<file path="config.mk">
export PLATFORM = sky130hd
export DESIGN_NAME = pmft_ram
export DESIGN_NICKNAME = d
export VERILOG_FILES = /design/src/page_mapped_flash_translation_macros.svh /design/src/pmft_ram.sv
export SDC_FILE = /design/constraint.sdc
export NUM_CORES = 2
export LEC_CHECK = 0
export BUFFER_PORTS_ARGS = -buffer_cell sky130_fd_sc_hd__clkbuf_2
export CELL_PAD_IN_SITES_DETAIL_PLACEMENT = 1
export CELL_PAD_IN_SITES_GLOBAL_PLACEMENT = 1
export CORE_ASPECT_RATIO = 0.8
export CORE_MARGIN = 5
export CORE_UTILIZATION = 61
export DETAILED_ROUTE_END_ITERATION = 8
export GPL_ROUTABILITY_DRIVEN = 1
export PLACE_DENSITY = 0.85
export SYNTH_ARGS = -nofsm -noshare
export SYNTH_HDL_FRONTEND = slang
export SYNTH_SLANG_ARGS = --single-unit
</file>
<file path="constraint.sdc">
create_clock -name clk_i -period 4.5 [get_ports clk_i]
set_input_delay 0.675 -clock clk_i [delete_from_list [all_inputs] [get_ports clk_i]]
set_output_delay 0.675 -clock clk_i [all_outputs]
set_load 0.02 [all_outputs]
</file>
<file path="src/page_mapped_flash_translation_macros.svh">
// Assertion helpers for the flash translation controller RTL.
`ifndef PAGE_MAPPED_FLASH_TRANSLATION_MACROS_SVH
`define PAGE_MAPPED_FLASH_TRANSLATION_MACROS_SVH
// Check a condition at every clock edge out of reset.
`define PMFT_ASSERT(lbl, cond, msg) \
  lbl: assert property (@(posedge clk_i) disable iff (!rst_ni) (cond)) else $error(msg);
// Check that a trigger is followed in the next cycle by a consequence.
`define PMFT_ASSERT_NEXT(lbl, trig, cons, msg) \
  lbl: assert property (@(posedge clk_i) disable iff (!rst_ni) (trig) |=> (cons)) \
    else $error(msg);
`endif

</file>
<file path="src/pmft_ram.sv">
module pmft_ram #(
  parameter int unsigned WIDTH = 8,
  parameter int unsigned DEPTH = 256
) (
  input  logic                     clk_i,
  input  logic                     we_i,
  input  logic [$clog2(DEPTH)-1:0] waddr_i,
  input  logic [WIDTH-1:0]         wdata_i,
  input  logic [$clog2(DEPTH)-1:0] raddr_i,
  output logic [WIDTH-1:0]         rdata_o
);

  logic [WIDTH-1:0] mem_q [DEPTH];

  always_ff @(posedge clk_i) begin
    if (we_i) begin
      mem_q[waddr_i] <= wdata_i;
    end
    rdata_o <= mem_q[raddr_i];
  end

endmodule

</file>
==> impl_results.md <==
* Outcome: finished, violations left
* Violations in the final reports: capacitance limit, slew limit
* Fin area at 88320 um2
* Sequential Power Share at 53.7%
* Reg2Reg Depth at 7
* Syn-to-layout area delta at 11.01%
* RSZ-0062 raised after global routing: no
* Fmax at 286.4 MHz
* Synth top area cells: edfxtp_1 (77%), mux4_2 (13%), mux2i_1 (1.7%)
* Share of cells above drive strength 1 at 23.35%
* Peak VDD IR at 0.4498 mV
* Initial antenna violation count at 13
* Crit path from: raddr_i[0]
* CP Class: input port to register
* Grt total ovfl at 0
* CP Capture Type: register
* CP Launch Type: input port
* Top-Level Pins at 34
* Critical Path, Cell by Cell: buf_8, buf_4, mux4_1, mux4_2, nor2_1, a2111oi_1, buf_4, nor3_1, nor4_1
* Die width at 413.8 um
* Clock Path Buffers at 3
* Synth Flop Type: edfxtp_1
* WP data required at 5.17 ns
* First-pass GRT wire length at 341900 um
* Cells after Synth at 3733
* Gr usage total at 35.26%
* Share of the synthesized area in the top cell type at 77.30%
* Die area at 137800 um2
* Via count of the first global-routing pass at 44500
* CTS HTree Levels at 4
* Most used standard cell by instance count after synthesis: edfxtp_1
* Starting Density at 61.44%
* Worst skew pair latency at 0.86 ns
* Slew Viols, Final at 12
* Per-cell routed wire length at 41.18 um
* DRT Pass-1 Iters at 7
* # DRC at 0
* Via count at 43180
* Hold_buf cts at 0
* Synth top cells by count: edfxtp_1 (2048), mux4_2 (454), nor2_1 (282), mux2i_1 (134), a22oi_1 (133)
* Reg clk slew, reported paths at 0.07 ns
* CTS tree: built
* Area after DPL at 82360 um2
* Slew @ Worst Pin at 1.521 ns
* Cell Pwr Density at 445.6 nW/um2
* Final net count at 3938
* Post-CTS Setup Inserts at 0
* Critical path endpoint: rdata_o[1]
* FF+latch count, synth at 2056
* Placed Cells at 5466
* Switching Fraction at 22.47%
* TNS Setup at 0 ns
* Synthesized area at 79560 um2
* Fraction of registers with async set/reset at 0%
* DIE HEIGHT at 333.0 um
* Post-synth EDFFs at 2048
* Min Clock Period, post-route at 3.492 ns
* Port Buffers at 33
* Gate power share at 5.4%
* Area of the multi-input gates at 16500 um2
* Hold Crit Class: input port to register
* Reg2reg end: rdata_o[1]
* CTS Sinks at 2056
* CP max-delay cell: nor3_1
* Final Wtd Congestion at 0.8705
* DP HPWL at 139900 um
* Via/cell ratio at 7.427
* Mean area per synthesized cell at 21.31 um2
* Max stage delay on crit path at 0.86 ns
* Part of the cycle the worst path needs at 77.59%
* Post-DRT Antenna Nets at 0
* Final setup violation count at 0
* CP arrival at 4.17 ns
* Clock skew at 0.03173 ns
* Pwr Total at 39.36 mW
* Register area share after synthesis at 77.50%
* Cell taking the most area after synthesis: edfxtp_1
* Reg area at 61660 um2
* Reg2reg setup slack at 1.44 ns
* Pin count of the biggest net entering global routing at 141
* Worst r2r src: mem_q[130][1]
* Rows at 118
* Worst-path fanout max at 34
* DRT Wirelength at 239400 um
* Num CTS Buffers at 184
* Syn nets at 3759
* Netlist cell types at 55
* Post-cts repair resize count at 0
* Relative slew slack at -1.664%
* Fill count at 9950
* Maxcap violations at 1
* CTS root buffer: clkbuf_16
* Core Box Area at 129500 um2
* Leakage at 27.38 nW
* Non-Filler Instances at 5814
* Most frequent CP cell: buf_4
* Synth warnings at 0
* Int Power at 30.51 mW
* Clk network pwr share at 40.9%
* Sw Pwr at 8.845 mW
* Final hold vios at 0
* Detailed Route Iter0 Violations at 7937
==> how the worst min path moves through the flow <==
stage	endpoint	from	slack (ns)	cells past startpoint
5_1_grt	mem_q[225][5]	wdata_i[5]	0.50	1
3_3_place_gp	rdata_o[5]	mem_q[32][5]	0.97	6
2_1_floorplan	rdata_o[3]	mem_q[40][3]	0.77	6
4_1_cts	mem_q[145][5]	wdata_i[5]	0.47	1
6_report	mem_q[225][5]	wdata_i[5]	0.50	1
3_5_place_dp	rdata_o[5]	mem_q[33][5]	1.05	6
==> layer usage <==
| metal | vias to the layer above | part of all wire (%) | track usage [%] |
|---|---|---|---|
| met1 | 22400 | 34 | 48.82 |
| met4 | 10 | 5.1 | 14.99 |
| met5 | - | 0.035 | 0 |
| li1 | 16040 | - | - |
| met2 | 3966 | 47 | 53.34 |
| met3 | 761 | 14 | 10.58 |
==> flip-flops by register name (all words and copies together), names as in the netlist <==
signal	count
mem_q	2048
rdata_o	8
==> cell usage in the layout (no fill, tap or decap), drive strengths merged, types with 6 or more instances in the layout <==
master  netlist  final
a211oi       16     16
a21oi        96     96
a221oi       14     14
a22o          8      8
a22oi       133    133
and2          6      6
buf         122    197
bufinv        0     18
clkbuf      111    263
clkinv        1     76
dfxtp         8      8
diode         0     10
edfxtp     2048   2048
inv           1      9
mux2i       134    134
mux4        456    456
nand2        33     33
nand2b        8      8
nand3        34     34
nand4        10     10
nor2        282    282
nor2b        31     31
nor3         22     22
nor4         27     27
o211ai       10     10
o21ai        12     12
o221ai       47     47
o22ai        28     28
==> worst max-delay path: cells and delay by family <==
kind | cells | cell delay [ns]
muxes | 2 | 1.14
buffers and inverters | 3 | 1.06
AOI/OAI and AO/OA | 1 | 0.10
and+or+nand+nor | 3 | 1.13
==> power by group through the flow <==
stage / clock network, mW / logic (mW) / registers [mW]
detailed placement: 0 / 1.99 / 21.6
CTS: 16.1 / 2.05 / 21.1
global route: 17.1 / 2.14 / 21.1
global placement: 0 / 1.89 / 21.6
floorplan: 0 / 1.03 / 21.5
finish: 16.1 / 2.11 / 21.1
==> cells by family after synthesis <==
| group | after synthesis | synth area share (%) |
|---|---|---|
| flip-flops | 2056 | 77.50 |
| buffers and inverters | 235 | 1.831 |
| AO/OA/AOI/OAI | 385 | 3.419 |
| multiplexers | 591 | 14.62 |
| AND/OR/NAND/NOR | 466 | 2.628 |
==> through the flow <==
| stage | hold slack [ns] | utilization (%) | setup slack (ns) |
|---|---|---|---|
| final | 0.5017 | 68.21 | 1.008 |
| after global routing | 0.4960 | 68.19 | 1.010 |
| after CTS | 0.4679 | 68.19 | 0.9526 |
| after detailed placement | 1.053 | 63.61 | 0.2110 |
| after global placement | 0.9675 | 63.61 | 0.3695 |
| after floorplan | 0.7699 | - | 1.887 |
==> area by class of cell <==
class,instances,share of cell area [%]
Sequential cell,2056,69.81
Multi-Input combinational cell,1442,18.68
Clock buffer,234,5.519
Tap cell,1740,2.465
Timing Repair Buffer,226,2.289
Clock inverter,104,1.194
Antenna cell,10,0.02833
Inverter,2,0.008500
Note: power is estimated with default switching activity, not from simulation.
