### src/page_mapped_flash_translation_macros.svh
// Assertion helpers for the flash translation controller RTL.
`ifndef PAGE_MAPPED_FLASH_TRANSLATION_MACROS_SVH
`define PAGE_MAPPED_FLASH_TRANSLATION_MACROS_SVH
// Check a condition at every clock edge out of reset.
`define PMFT_ASSERT(lbl, cond, msg) \
  lbl: assert property (@(posedge clk_i) disable iff (!rst_ni) (cond)) else $error(msg);
// Check that a trigger is followed in the next cycle by a consequence.
`define PMFT_ASSERT_NEXT(lbl, trig, cons, msg) \
  lbl: assert property (@(posedge clk_i) disable iff (!rst_ni) (trig) |=> (cons)) \
    else $error(msg);
`endif

### src/pmft_pkg.sv
package pmft_pkg;

  localparam int unsigned BLOCKS        = 256;
  localparam int unsigned PAGES         = 64;
  localparam int unsigned LOGICAL_PAGES = 8192;
  localparam int unsigned STREAMS       = 3;
  localparam int unsigned PHYS_PAGES    = BLOCKS * PAGES;

  localparam int unsigned BLK_W   = $clog2(BLOCKS);
  localparam int unsigned PG_W    = $clog2(PAGES);
  localparam int unsigned CNT_W   = PG_W + 1;
  localparam int unsigned LP_W    = $clog2(LOGICAL_PAGES);
  localparam int unsigned PP_W    = BLK_W + PG_W;
  localparam int unsigned STR_W   = 2;
  localparam int unsigned ERASE_W = 24;
  localparam int unsigned ORDER_W = 32;
  localparam int unsigned WC_W    = 32;

  localparam logic [ERASE_W-1:0] ERASE_MAX = '1;

  typedef enum logic [1:0] {
    MODE_READ    = 2'd0,
    MODE_WRITE   = 2'd1,
    MODE_ERASE   = 2'd2,
    MODE_MIGRATE = 2'd3
  } mode_e;

  typedef enum logic [1:0] {
    STATUS_OK       = 2'd0,
    STATUS_UNMAPPED = 2'd1,
    STATUS_NO_FREE  = 2'd2
  } status_e;

  typedef enum logic [4:0] {
    S_CLEAR,
    S_IDLE,
    S_RD,
    S_WP0,
    S_WP1,
    S_SRCH,
    S_INV,
    S_INV1,
    S_TGT,
    S_TGT1,
    S_E_SCAN,
    S_E_CHK,
    S_E_BLK,
    S_E_BLK1,
    S_M1,
    S_M_SCAN,
    S_M_CHK,
    S_M_DONE,
    S_DONE
  } state_e;

  typedef struct packed {
    mode_e             mode;
    logic [LP_W-1:0]   logical_page;
    logic [BLK_W-1:0]  block_number;
    logic [STR_W-1:0]  stream;
  } in_t;

  typedef struct packed {
    logic [PP_W-1:0]   physical_page;
    status_e           status;
    logic [BLK_W-1:0]  open_block;
    logic [CNT_W-1:0]  moved_pages;
    logic [WC_W-1:0]   write_count;
  } out_t;

  typedef struct packed {
    logic            valid;
    logic [PP_W-1:0] ppage;
  } l2p_ent_t;

  typedef struct packed {
    logic            valid;
    logic [LP_W-1:0] lpage;
  } p2l_ent_t;

  typedef struct packed {
    logic [ERASE_W-1:0] erase;
    logic [CNT_W-1:0]   inv;
    logic [CNT_W-1:0]   wp;
    logic               free;
    logic [ORDER_W-1:0] order;
  } blk_ent_t;

  typedef struct packed {
    logic             valid;
    logic [BLK_W-1:0] blk;
  } open_t;

  typedef struct packed {
    logic            we;
    logic [LP_W-1:0] waddr;
    l2p_ent_t        wdata;
    logic [LP_W-1:0] raddr;
  } l2p_req_t;

  typedef struct packed {
    logic            we;
    logic [PP_W-1:0] waddr;
    p2l_ent_t        wdata;
    logic [PP_W-1:0] raddr;
  } p2l_req_t;

  typedef struct packed {
    logic             we;
    logic [BLK_W-1:0] waddr;
    blk_ent_t         wdata;
    logic [BLK_W-1:0] raddr;
  } blk_req_t;

endpackage

### src/pmft_ctrl.sv
`include "page_mapped_flash_translation_macros.svh"

module pmft_ctrl import pmft_pkg::*; (
  input  logic     clk_i,
  input  logic     rst_ni,
  input  logic     in_valid_i,
  output logic     in_stall_o,
  input  in_t      in_req_i,
  output logic     out_valid_o,
  input  logic     out_stall_i,
  output out_t     out_res_o,
  output l2p_req_t l2p_req_o,
  input  l2p_ent_t l2p_rdata_i,
  output p2l_req_t p2l_req_o,
  input  p2l_ent_t p2l_rdata_i,
  output blk_req_t blk_req_o,
  input  blk_ent_t blk_rdata_i
);

  state_e             state_q, state_d;
  logic [PP_W-1:0]    clr_q, clr_d;
  open_t              open_q [STREAMS];
  open_t              open_d [STREAMS];
  logic [ORDER_W-1:0] seq_q, seq_d;
  logic [WC_W-1:0]    tw_q, tw_d;
  logic               out_valid_q, out_valid_d;
  out_t               out_q, out_d;

  mode_e              mode_q, mode_d;
  logic [BLK_W-1:0]   blk_q, blk_d;
  logic [STR_W-1:0]   s_q, s_d;
  logic [LP_W-1:0]    wlp_q, wlp_d;
  l2p_ent_t           old_q, old_d;
  logic [BLK_W-1:0]   tgt_q, tgt_d;
  logic [CNT_W-1:0]   i_q, i_d;
  logic [CNT_W-1:0]   lim_q, lim_d;
  logic [BLK_W:0]     sc_q, sc_d;
  logic [BLK_W-1:0]   best_q, best_d;
  blk_ent_t           best_ent_q, best_ent_d;
  logic               found_q, found_d;
  logic [PP_W-1:0]    phys_q, phys_d;
  status_e            status_q, status_d;
  logic [BLK_W-1:0]   obk_q, obk_d;
  logic [CNT_W-1:0]   moved_q, moved_d;

  logic               stream_ok;
  open_t              cur_open;
  logic               room;
  logic [BLK_W:0]     sc_m1;
  logic [BLK_W-1:0]   cand_idx;
  logic               cand_better;
  logic               srch_last;
  logic               found_nxt;
  logic [BLK_W-1:0]   best_nxt;
  blk_ent_t           best_ent_nxt;
  logic               out_free;
  logic [PP_W-1:0]    new_page;
  blk_ent_t           ent_w;

  assign stream_ok   = 32'(in_req_i.stream) < STREAMS;
  assign cur_open    = open_q[s_q];
  assign room        = cur_open.valid && (blk_rdata_i.wp < CNT_W'(PAGES));
  assign sc_m1       = sc_q - 1'b1;
  assign cand_idx    = sc_m1[BLK_W-1:0];
  assign srch_last   = (sc_q == (BLK_W + 1)'(BLOCKS));
  assign out_free    = !out_valid_q || !out_stall_i;
  assign new_page    = {tgt_q, blk_rdata_i.wp[PG_W-1:0]};

  // least erase count first, then earliest freed; strict compare keeps the lower index
  always_comb begin
    cand_better = 1'b0;
    if (sc_q != '0 && blk_rdata_i.free) begin
      cand_better = !found_q || (blk_rdata_i.erase < best_ent_q.erase) ||
                    ((blk_rdata_i.erase == best_ent_q.erase) &&
                     (blk_rdata_i.order < best_ent_q.order));
    end
    found_nxt    = found_q || cand_better;
    best_nxt     = cand_better ? cand_idx : best_q;
    best_ent_nxt = cand_better ? blk_rdata_i : best_ent_q;
  end

  always_comb begin
    state_d = state_q;
    unique case (state_q)
      S_CLEAR: begin
        if (clr_q == PP_W'(PHYS_PAGES - 1)) state_d = S_IDLE;
      end
      S_IDLE: begin
        if (in_valid_i) begin
          unique case (in_req_i.mode)
            MODE_READ:    state_d = S_RD;
            MODE_WRITE:   state_d = stream_ok ? S_WP0 : S_DONE;
            MODE_ERASE:   state_d = S_E_SCAN;
            MODE_MIGRATE: state_d = stream_ok ? S_M1 : S_DONE;
            default:      state_d = S_IDLE;
          endcase
        end
      end
      S_RD:     state_d = S_DONE;
      S_WP0:    state_d = S_WP1;
      S_WP1:    state_d = room ? S_INV : S_SRCH;
      S_SRCH: begin
        if (srch_last) begin
          if (found_nxt)                 state_d = S_INV;
          else if (mode_q == MODE_WRITE) state_d = S_DONE;
          else                           state_d = S_M_DONE;
        end
      end
      S_INV:    state_d = old_q.valid ? S_INV1 : S_TGT;
      S_INV1:   state_d = S_TGT;
      S_TGT:    state_d = S_TGT1;
      S_TGT1:   state_d = (mode_q == MODE_WRITE) ? S_DONE : S_M_SCAN;
      S_E_SCAN: state_d = S_E_CHK;
      S_E_CHK:  state_d = (i_q == CNT_W'(PAGES - 1)) ? S_E_BLK : S_E_SCAN;
      S_E_BLK:  state_d = S_E_BLK1;
      S_E_BLK1: state_d = S_DONE;
      S_M1:     state_d = S_M_SCAN;
      S_M_SCAN: state_d = (i_q >= lim_q) ? S_M_DONE : S_M_CHK;
      S_M_CHK:  state_d = p2l_rdata_i.valid ? S_WP0 : S_M_SCAN;
      S_M_DONE: state_d = S_DONE;
      S_DONE:   state_d = out_free ? S_IDLE : S_DONE;
      default:  state_d = S_IDLE;
    endcase
  end

  always_comb begin
    clr_d       = clr_q;
    open_d      = open_q;
    seq_d       = seq_q;
    tw_d        = tw_q;
    out_d       = out_q;
    out_valid_d = out_valid_q && out_stall_i;
    mode_d      = mode_q;
    blk_d       = blk_q;
    s_d         = s_q;
    wlp_d       = wlp_q;
    old_d       = old_q;
    tgt_d       = tgt_q;
    i_d         = i_q;
    lim_d       = lim_q;
    sc_d        = sc_q;
    best_d      = best_q;
    best_ent_d  = best_ent_q;
    found_d     = found_q;
    phys_d      = phys_q;
    status_d    = status_q;
    obk_d       = obk_q;
    moved_d     = moved_q;
    ent_w       = blk_rdata_i;

    l2p_req_o       = '0;
    l2p_req_o.raddr = (state_q == S_IDLE) ? in_req_i.logical_page : wlp_q;
    p2l_req_o       = '0;
    p2l_req_o.raddr = {blk_q, i_q[PG_W-1:0]};
    blk_req_o       = '0;

    unique case (state_q)
      S_CLEAR: begin
        l2p_req_o.we    = clr_q < PP_W'(LOGICAL_PAGES);
        l2p_req_o.waddr = clr_q[LP_W-1:0];
        p2l_req_o.we    = 1'b1;
        p2l_req_o.waddr = clr_q;
        blk_req_o.we    = clr_q < PP_W'(BLOCKS);
        blk_req_o.waddr = clr_q[BLK_W-1:0];
        blk_req_o.wdata = '{erase: '0, inv: '0, wp: '0, free: 1'b1,
                            order: ORDER_W'(clr_q)};
        clr_d           = clr_q + 1'b1;
      end
      S_IDLE: begin
        blk_req_o.raddr = in_req_i.block_number;
        if (in_valid_i) begin
          mode_d   = in_req_i.mode;
          blk_d    = in_req_i.block_number;
          s_d      = in_req_i.stream;
          wlp_d    = in_req_i.logical_page;
          i_d      = '0;
          phys_d   = '0;
          obk_d    = '0;
          moved_d  = '0;
          status_d = STATUS_OK;
          if ((in_req_i.mode == MODE_WRITE || in_req_i.mode == MODE_MIGRATE) &&
              !stream_ok) begin
            status_d = STATUS_NO_FREE;
          end
        end
      end
      S_RD: begin
        if (l2p_rdata_i.valid) phys_d = l2p_rdata_i.ppage;
        else                   status_d = STATUS_UNMAPPED;
      end
      S_WP0: begin
        blk_req_o.raddr = cur_open.blk;
      end
      S_WP1: begin
        old_d   = l2p_rdata_i;
        tgt_d   = cur_open.blk;
        sc_d    = '0;
        found_d = 1'b0;
      end
      S_SRCH: begin
        blk_req_o.raddr = sc_q[BLK_W-1:0];
        sc_d            = sc_q + 1'b1;
        best_d          = best_nxt;
        best_ent_d      = best_ent_nxt;
        found_d         = found_nxt;
        if (srch_last) begin
          if (found_nxt) begin
            // open the chosen block for this stream
            ent_w           = best_ent_nxt;
            ent_w.free      = 1'b0;
            blk_req_o.we    = 1'b1;
            blk_req_o.waddr = best_nxt;
            blk_req_o.wdata = ent_w;
            open_d[s_q]     = '{valid: 1'b1, blk: best_nxt};
            tgt_d           = best_nxt;
          end else begin
            status_d = STATUS_NO_FREE;
          end
        end
      end
      S_INV: begin
        blk_req_o.raddr = old_q.ppage[PP_W-1:PG_W];
        if (old_q.valid) begin
          p2l_req_o.we    = 1'b1;
          p2l_req_o.waddr = old_q.ppage;
        end
      end
      S_INV1: begin
        if (blk_rdata_i.inv < CNT_W'(PAGES)) ent_w.inv = blk_rdata_i.inv + 1'b1;
        blk_req_o.we    = 1'b1;
        blk_req_o.waddr = old_q.ppage[PP_W-1:PG_W];
        blk_req_o.wdata = ent_w;
      end
      S_TGT: begin
        blk_req_o.raddr = tgt_q;
      end
      S_TGT1: begin
        ent_w.wp        = blk_rdata_i.wp + 1'b1;
        blk_req_o.we    = 1'b1;
        blk_req_o.waddr = tgt_q;
        blk_req_o.wdata = ent_w;
        l2p_req_o.we    = 1'b1;
        l2p_req_o.waddr = wlp_q;
        l2p_req_o.wdata = '{valid: 1'b1, ppage: new_page};
        p2l_req_o.we    = 1'b1;
        p2l_req_o.waddr = new_page;
        p2l_req_o.wdata = '{valid: 1'b1, lpage: wlp_q};
        tw_d            = tw_q + 1'b1;
        if (mode_q == MODE_WRITE) begin
          phys_d = new_page;
        end else begin
          moved_d = moved_q + 1'b1;
          i_d     = i_q + 1'b1;
        end
      end
      S_E_SCAN: begin
      end
      S_E_CHK: begin
        if (p2l_rdata_i.valid) begin
          l2p_req_o.we    = 1'b1;
          l2p_req_o.waddr = p2l_rdata_i.lpage;
          p2l_req_o.we    = 1'b1;
          p2l_req_o.waddr = {blk_q, i_q[PG_W-1:0]};
        end
        i_d = i_q + 1'b1;
      end
      S_E_BLK: begin
        blk_req_o.raddr = blk_q;
      end
      S_E_BLK1: begin
        ent_w.erase = (blk_rdata_i.erase != ERASE_MAX) ?
                      blk_rdata_i.erase + ERASE_W'(1) : blk_rdata_i.erase;
        ent_w.inv   = '0;
        ent_w.wp    = '0;
        ent_w.free  = 1'b1;
        ent_w.order = seq_q;
        blk_req_o.we    = 1'b1;
        blk_req_o.waddr = blk_q;
        blk_req_o.wdata = ent_w;
        seq_d           = seq_q + 1'b1;
        obk_d           = blk_q;
        for (int k = 0; k < STREAMS; k++) begin
          if (open_q[k].valid && open_q[k].blk == blk_q) open_d[k] = '0;
        end
      end
      S_M1: begin
        // pages at or above the fill point were unwritten when the migrate began
        lim_d = blk_rdata_i.wp;
      end
      S_M_SCAN: begin
      end
      S_M_CHK: begin
        if (p2l_rdata_i.valid) wlp_d = p2l_rdata_i.lpage;
        else                   i_d   = i_q + 1'b1;
      end
      S_M_DONE: begin
        obk_d = cur_open.valid ? cur_open.blk : '0;
      end
      S_DONE: begin
        if (out_free) begin
          out_valid_d = 1'b1;
          out_d = '{physical_page: phys_q, status: status_q, open_block: obk_q,
                    moved_pages: moved_q, write_count: tw_q};
        end
      end
      default: begin
      end
    endcase
  end

  always_ff @(posedge clk_i or negedge rst_ni) begin
    if (!rst_ni) begin
      state_q     <= S_CLEAR;
      clr_q       <= '0;
      seq_q       <= ORDER_W'(BLOCKS);
      tw_q        <= '0;
      out_valid_q <= 1'b0;
      for (int k = 0; k < STREAMS; k++) open_q[k] <= '0;
    end else begin
      state_q     <= state_d;
      clr_q       <= clr_d;
      seq_q       <= seq_d;
      tw_q        <= tw_d;
      out_valid_q <= out_valid_d;
      open_q      <= open_d;
    end
  end

  always_ff @(posedge clk_i) begin
    out_q      <= out_d;
    mode_q     <= mode_d;
    blk_q      <= blk_d;
    s_q        <= s_d;
    wlp_q      <= wlp_d;
    old_q      <= old_d;
    tgt_q      <= tgt_d;
    i_q        <= i_d;
    lim_q      <= lim_d;
    sc_q       <= sc_d;
    best_q     <= best_d;
    best_ent_q <= best_ent_d;
    found_q    <= found_d;
    phys_q     <= phys_d;
    status_q   <= status_d;
    obk_q      <= obk_d;
    moved_q    <= moved_d;
  end

  assign in_stall_o  = (state_q != S_IDLE);
  assign out_valid_o = out_valid_q;
  assign out_res_o   = out_q;

  `PMFT_ASSERT_NEXT(a_writes_only_on_commit, state_q != S_TGT1, $stable(tw_q),
                    "write counter moved outside a page commit")
  `PMFT_ASSERT(a_commit_has_room, state_q != S_TGT1 || blk_rdata_i.wp < CNT_W'(PAGES),
               "page committed to a full block")
  `PMFT_ASSERT(a_search_read_only, state_q != S_SRCH || srch_last || !blk_req_o.we,
               "block table written during free block search")
  `PMFT_ASSERT(a_moved_bounded, state_q != S_M_SCAN || moved_q <= i_q,
               "more pages moved than scanned")

endmodule

### config.mk
export PLATFORM = sky130hd
export DESIGN_NAME = pmft_ctrl
export DESIGN_NICKNAME = d
export VERILOG_FILES = /design/src/pmft_pkg.sv /design/src/pmft_ctrl.sv
export VERILOG_INCLUDE_DIRS = /design/src /design/src/src
export SDC_FILE = /design/constraint.sdc
export NUM_CORES = 1
export LEC_CHECK = 0
export BUFFER_PORTS_ARGS = -buffer_cell sky130_fd_sc_hd__clkbuf_2
export CAP_MARGIN = 20
export CORE_AREA = 2 2 298 153
export CTS_CLUSTER_SIZE = 20
export DETAILED_ROUTE_END_ITERATION = 7
export DIE_AREA = 0 0 300 155
export GPL_TIMING_DRIVEN = 0
export PLACE_DENSITY = 0.8
export SLEW_MARGIN = 20
export SYNTH_ARGS = -nofsm -noshare
export SYNTH_HDL_FRONTEND = slang
export SYNTH_SLANG_ARGS = --single-unit
### constraint.sdc
create_clock -name clk_i -period 4.4 [get_ports clk_i]
set_input_delay 0.22 -clock clk_i [delete_from_list [all_inputs] [get_ports clk_i]]
set_output_delay 0.22 -clock clk_i [all_outputs]
set_load 0.02 [all_outputs]
==> out/metrics.csv <==
stage,metric,value,unit
outcome,status,"finished, final reports clean",
layout,share of layout cells above drive strength 1,22.34,%
sta,clk_skew,28.50,ps
cts,H-tree levels,2,
critical_path,critical path peak fanout,10,
floorplan,num rows,55,
placement,Post-DP Area,22340,sq um
power,total power,12.77,mW
placement,IO buf count,366,
power,Flop pwr share,36.0,%
sta,FMAX,228.0,MHz
cts,"Clk pin slew, worst setup/hold paths",70,ps
layout,most frequent cells in the layout,"clkbuf_2 (370), nand2_1 (332), edfxtp_1 (244)",
synthesis,Synth cell types,79,
routing,routed wire length,76.23,mm
synthesis,Yosys warning count,0,
layout,"commonest non-fill, non-tap cell in the layout",clkbuf_2,
power,Comb pwr share,39.0,%
synthesis,syn_nets,2113,
critical_path,startpoint types,flop,
sta,crit path time final,4385,ps
synthesis,share of the synthesized area in the top cell type,37.49,%
routing,vias,18410,
critical_path,R2R Path Start,state_q[3],
routing,DR WL/cell,25.19,um
power,NetSw,5.222,mW
routing,Routed Antenna Nets,0,
sta,Final Hold Vio Count,0,
cts,Sink Count,355,
sta,Final Cycle Share,99.66,%
placement,Place WS,-479.7,ps
synthesis,ys flop type,edfxtp_1,
synthesis,Synth area leaders,"edfxtp_1 (37%), dfrtp_1 (14%), nand2_1 (6.4%), ha_1 (4.6%), xnor2_1 (4.1%)",
power,VDD IR max,442.0,uV
critical_path,WS Path Type,flop to primary output,
power,switching part of the total power,40.88,%
sta,Pins Over Slew Limit,0,
worst_hold_path,Hold Crit Class,input pin to flop,
sta,Slew @ Worst Pin,1169,ps
sta,Max-slew headroom,22.10,%
critical_path,CP Capture Type,primary output,
global_routing,total global routing overflow,0,
floorplan,boundary pin count,367,
global_routing,vias in the first global route,17510,
global_routing,first-pass GRT wire length,110.8,mm
job,Max Cap Viol,0,
placement,placed insts,2885,
synthesis,synthesized area per cell,10.22,sq um
sta,Final setup viols,0,
synthesis,post-synthesis cell count,1912,
power,Cell Int Power,7.551,mW
routing,met2 wire len,30.56,mm
layout,post-route cell area,24500,sq um
cts,CTS Buf Count,36,
floorplan,Die Height,155,um
sta,Setup WS post-layout,14.80,ps
layout,Layout area overhead,25.38,%
synthesis,Synth async-reset ratio,31.27,%
layout,post-route non-filler standard cell count,3026,
critical_path,CP Launch Point,best_ent_q[30],
routing,First DRT Iteration DRCs,2837,
sta,sum of negative setup slack,0,ps
synthesis,synthesized flop and latch total,355,
routing,Metal-1 WL,32.62,mm
routing,top layer in use,met5,
worst_hold_path,Worst Hold Launch,in_req_i[13],
routing,drt pass-1 iters,7,
global_routing,antenna violations before repair,6,
critical_path,Worst Path Required,4180,ps
floorplan,Initial Util,44.23,%
routing,post-DR vias/cell,6.084,
layout,# nets final,2596,
cts,Root Buffer,clkbuf_16,
power,pwr dens,521.3,nW/um^2
synthesis,largest area contributor in the synthesized netlist,edfxtp_1,
power,clock network power share,25.0,%
routing,drc violations,0,
routing,met3 routed WL,10.58,mm
placement,DP HPWL,57.65,mm
cts,clk buf depth,3,
floorplan,die width,300,um
cts,CTS tree,done,
global_routing,Global Route Usage Sum,31.80,%
critical_path,signal arrival time at the worst endpoint,4170,ps
floorplan,DIE AREA,46500,sq um
synthesis,Syn Std Cell Area,19540,sq um
placement,Placer Congestion,1.032,
global_routing,largest net degree at the start of global routing,61,
synthesis,number of flops mapped to enable cells by yosys,244,
synthesis,"Seq/Total Area, Yosys",51.71,%
floorplan,Core Region,44180,sq um
power,Pleak,10.79,nW
cts,worst skew pair latency,540,ps
-- registers in the layout, summed over array words and instances, names as in the netlist, 9 cells and up --
name        flops
out_res_o      63
old_q          15
phys_q         14
clr_q          14
sc_q            9
best_ent_q     70
open_q         27
wlp_q          13
seq_q          32
tw_q           32
-- routing by layer --
metal,vias to the layer above,global-route usage [%]
li1,7948,-
met1,8877,47.38
met2,1398,43.87
met3,182,10.05
met4,6,9.214
met5,-,0
-- synthesized netlist by cell type, types with 23 or more instances --
cell / number
o21ai_0: 106
and3_1: 60
edfxtp_1: 244
ha_1: 72
mux2i_1: 25
a21o_1: 26
nor2_1: 108
xnor2_1: 92
a21oi_1: 66
nand4_1: 38
inv_1: 112
nor3_1: 35
nand3_1: 55
mux2_2: 23
clkbuf_1: 75
nand2_1: 333
dfrtp_1: 110
a221o_1: 60
xor2_1: 32
-- cells by family (layout without fill, tap and decap cells) --
family | count (synthesis) | after routing | share of synthesized area, %
simple gates | 710 | 710 | 16.93
xor+xnor | 124 | 124 | 5.557
buf+inv | 218 | 728 | 4.488
fa+ha+maj | 72 | 72 | 4.610
mux | 51 | 51 | 2.817
flops | 355 | 355 | 51.71
other cells | 0 | 6 | 0
compound gates | 382 | 382 | 13.89
-- through the flow --
stage / utilization, % / hold WS, ps
6_report: 55.46 / 13.99
5_1_grt: 55.45 / 19.24
4_1_cts: 55.15 / 1.226
3_5_place_dp: 50.56 / 250.0
3_3_place_gp: 50.09 / 400.6
2_1_floorplan: - / -75.59
-- repair_timing --
item                                    CTS  global route
buffers inserted                         10             5
endpoints found under the setup margin  112            55
hold buffers                             56             0
pin swaps                                 4             6
endpoints found under the hold margin   116             0
gates resized for setup                  34            27
-- worst paths after layout --
path                       slack [ps]            end  cells past startpoint
setup reg to reg                  410       tw_q[28]                     10
setup / recovery                   10  blk_req_o[79]                     13
hold / removal                     10       wlp_q[3]                      3
max in group asynchronous        3380       seq_q[8]                      3
hold reg to reg                   420  out_res_o[59]                      0
min in group asynchronous         210      open_q[7]                      2
-- power by group through the flow --
stage          registers [mW]  logic (mW)  clock network, mW
2_1_floorplan            4.55        2.73                  0
3_3_place_gp             4.63        4.52                  0
3_5_place_dp             4.64        4.63                  0
4_1_cts                  4.58        4.81               3.22
5_1_grt                  4.64        5.23               3.35
6_report                 4.60        4.98               3.20
-- critical path, stage by stage (launching register included) --
cell and delay [ps]:
edfxtp_1 380, inv_1 70, ha_1 320, and4_4 260, nand3_2 120, or4_4 570, nor4b_4 300, or4_4 220
a31o_1 170, buf_6 150, buf_4 230, mux2i_4 390, o2111ai_1 200, clkbuf_2 220
-- cell type report --
class / count / area [sq um]
Antenna cell: 6 / 15.01
Buffer: 104 / 495.5
Clock buffer: 47 / 1013
Clock inverter: 18 / 182.7
Fill cell: 3831 / 19680
Inverter: 113 / 424.2
Multi-Input combinational cell: 1339 / 8812
Sequential cell: 355 / 10110
Tap cell: 598 / 748.2
Timing Repair Buffer: 446 / 2705
(Power assumes the default switching activity.)
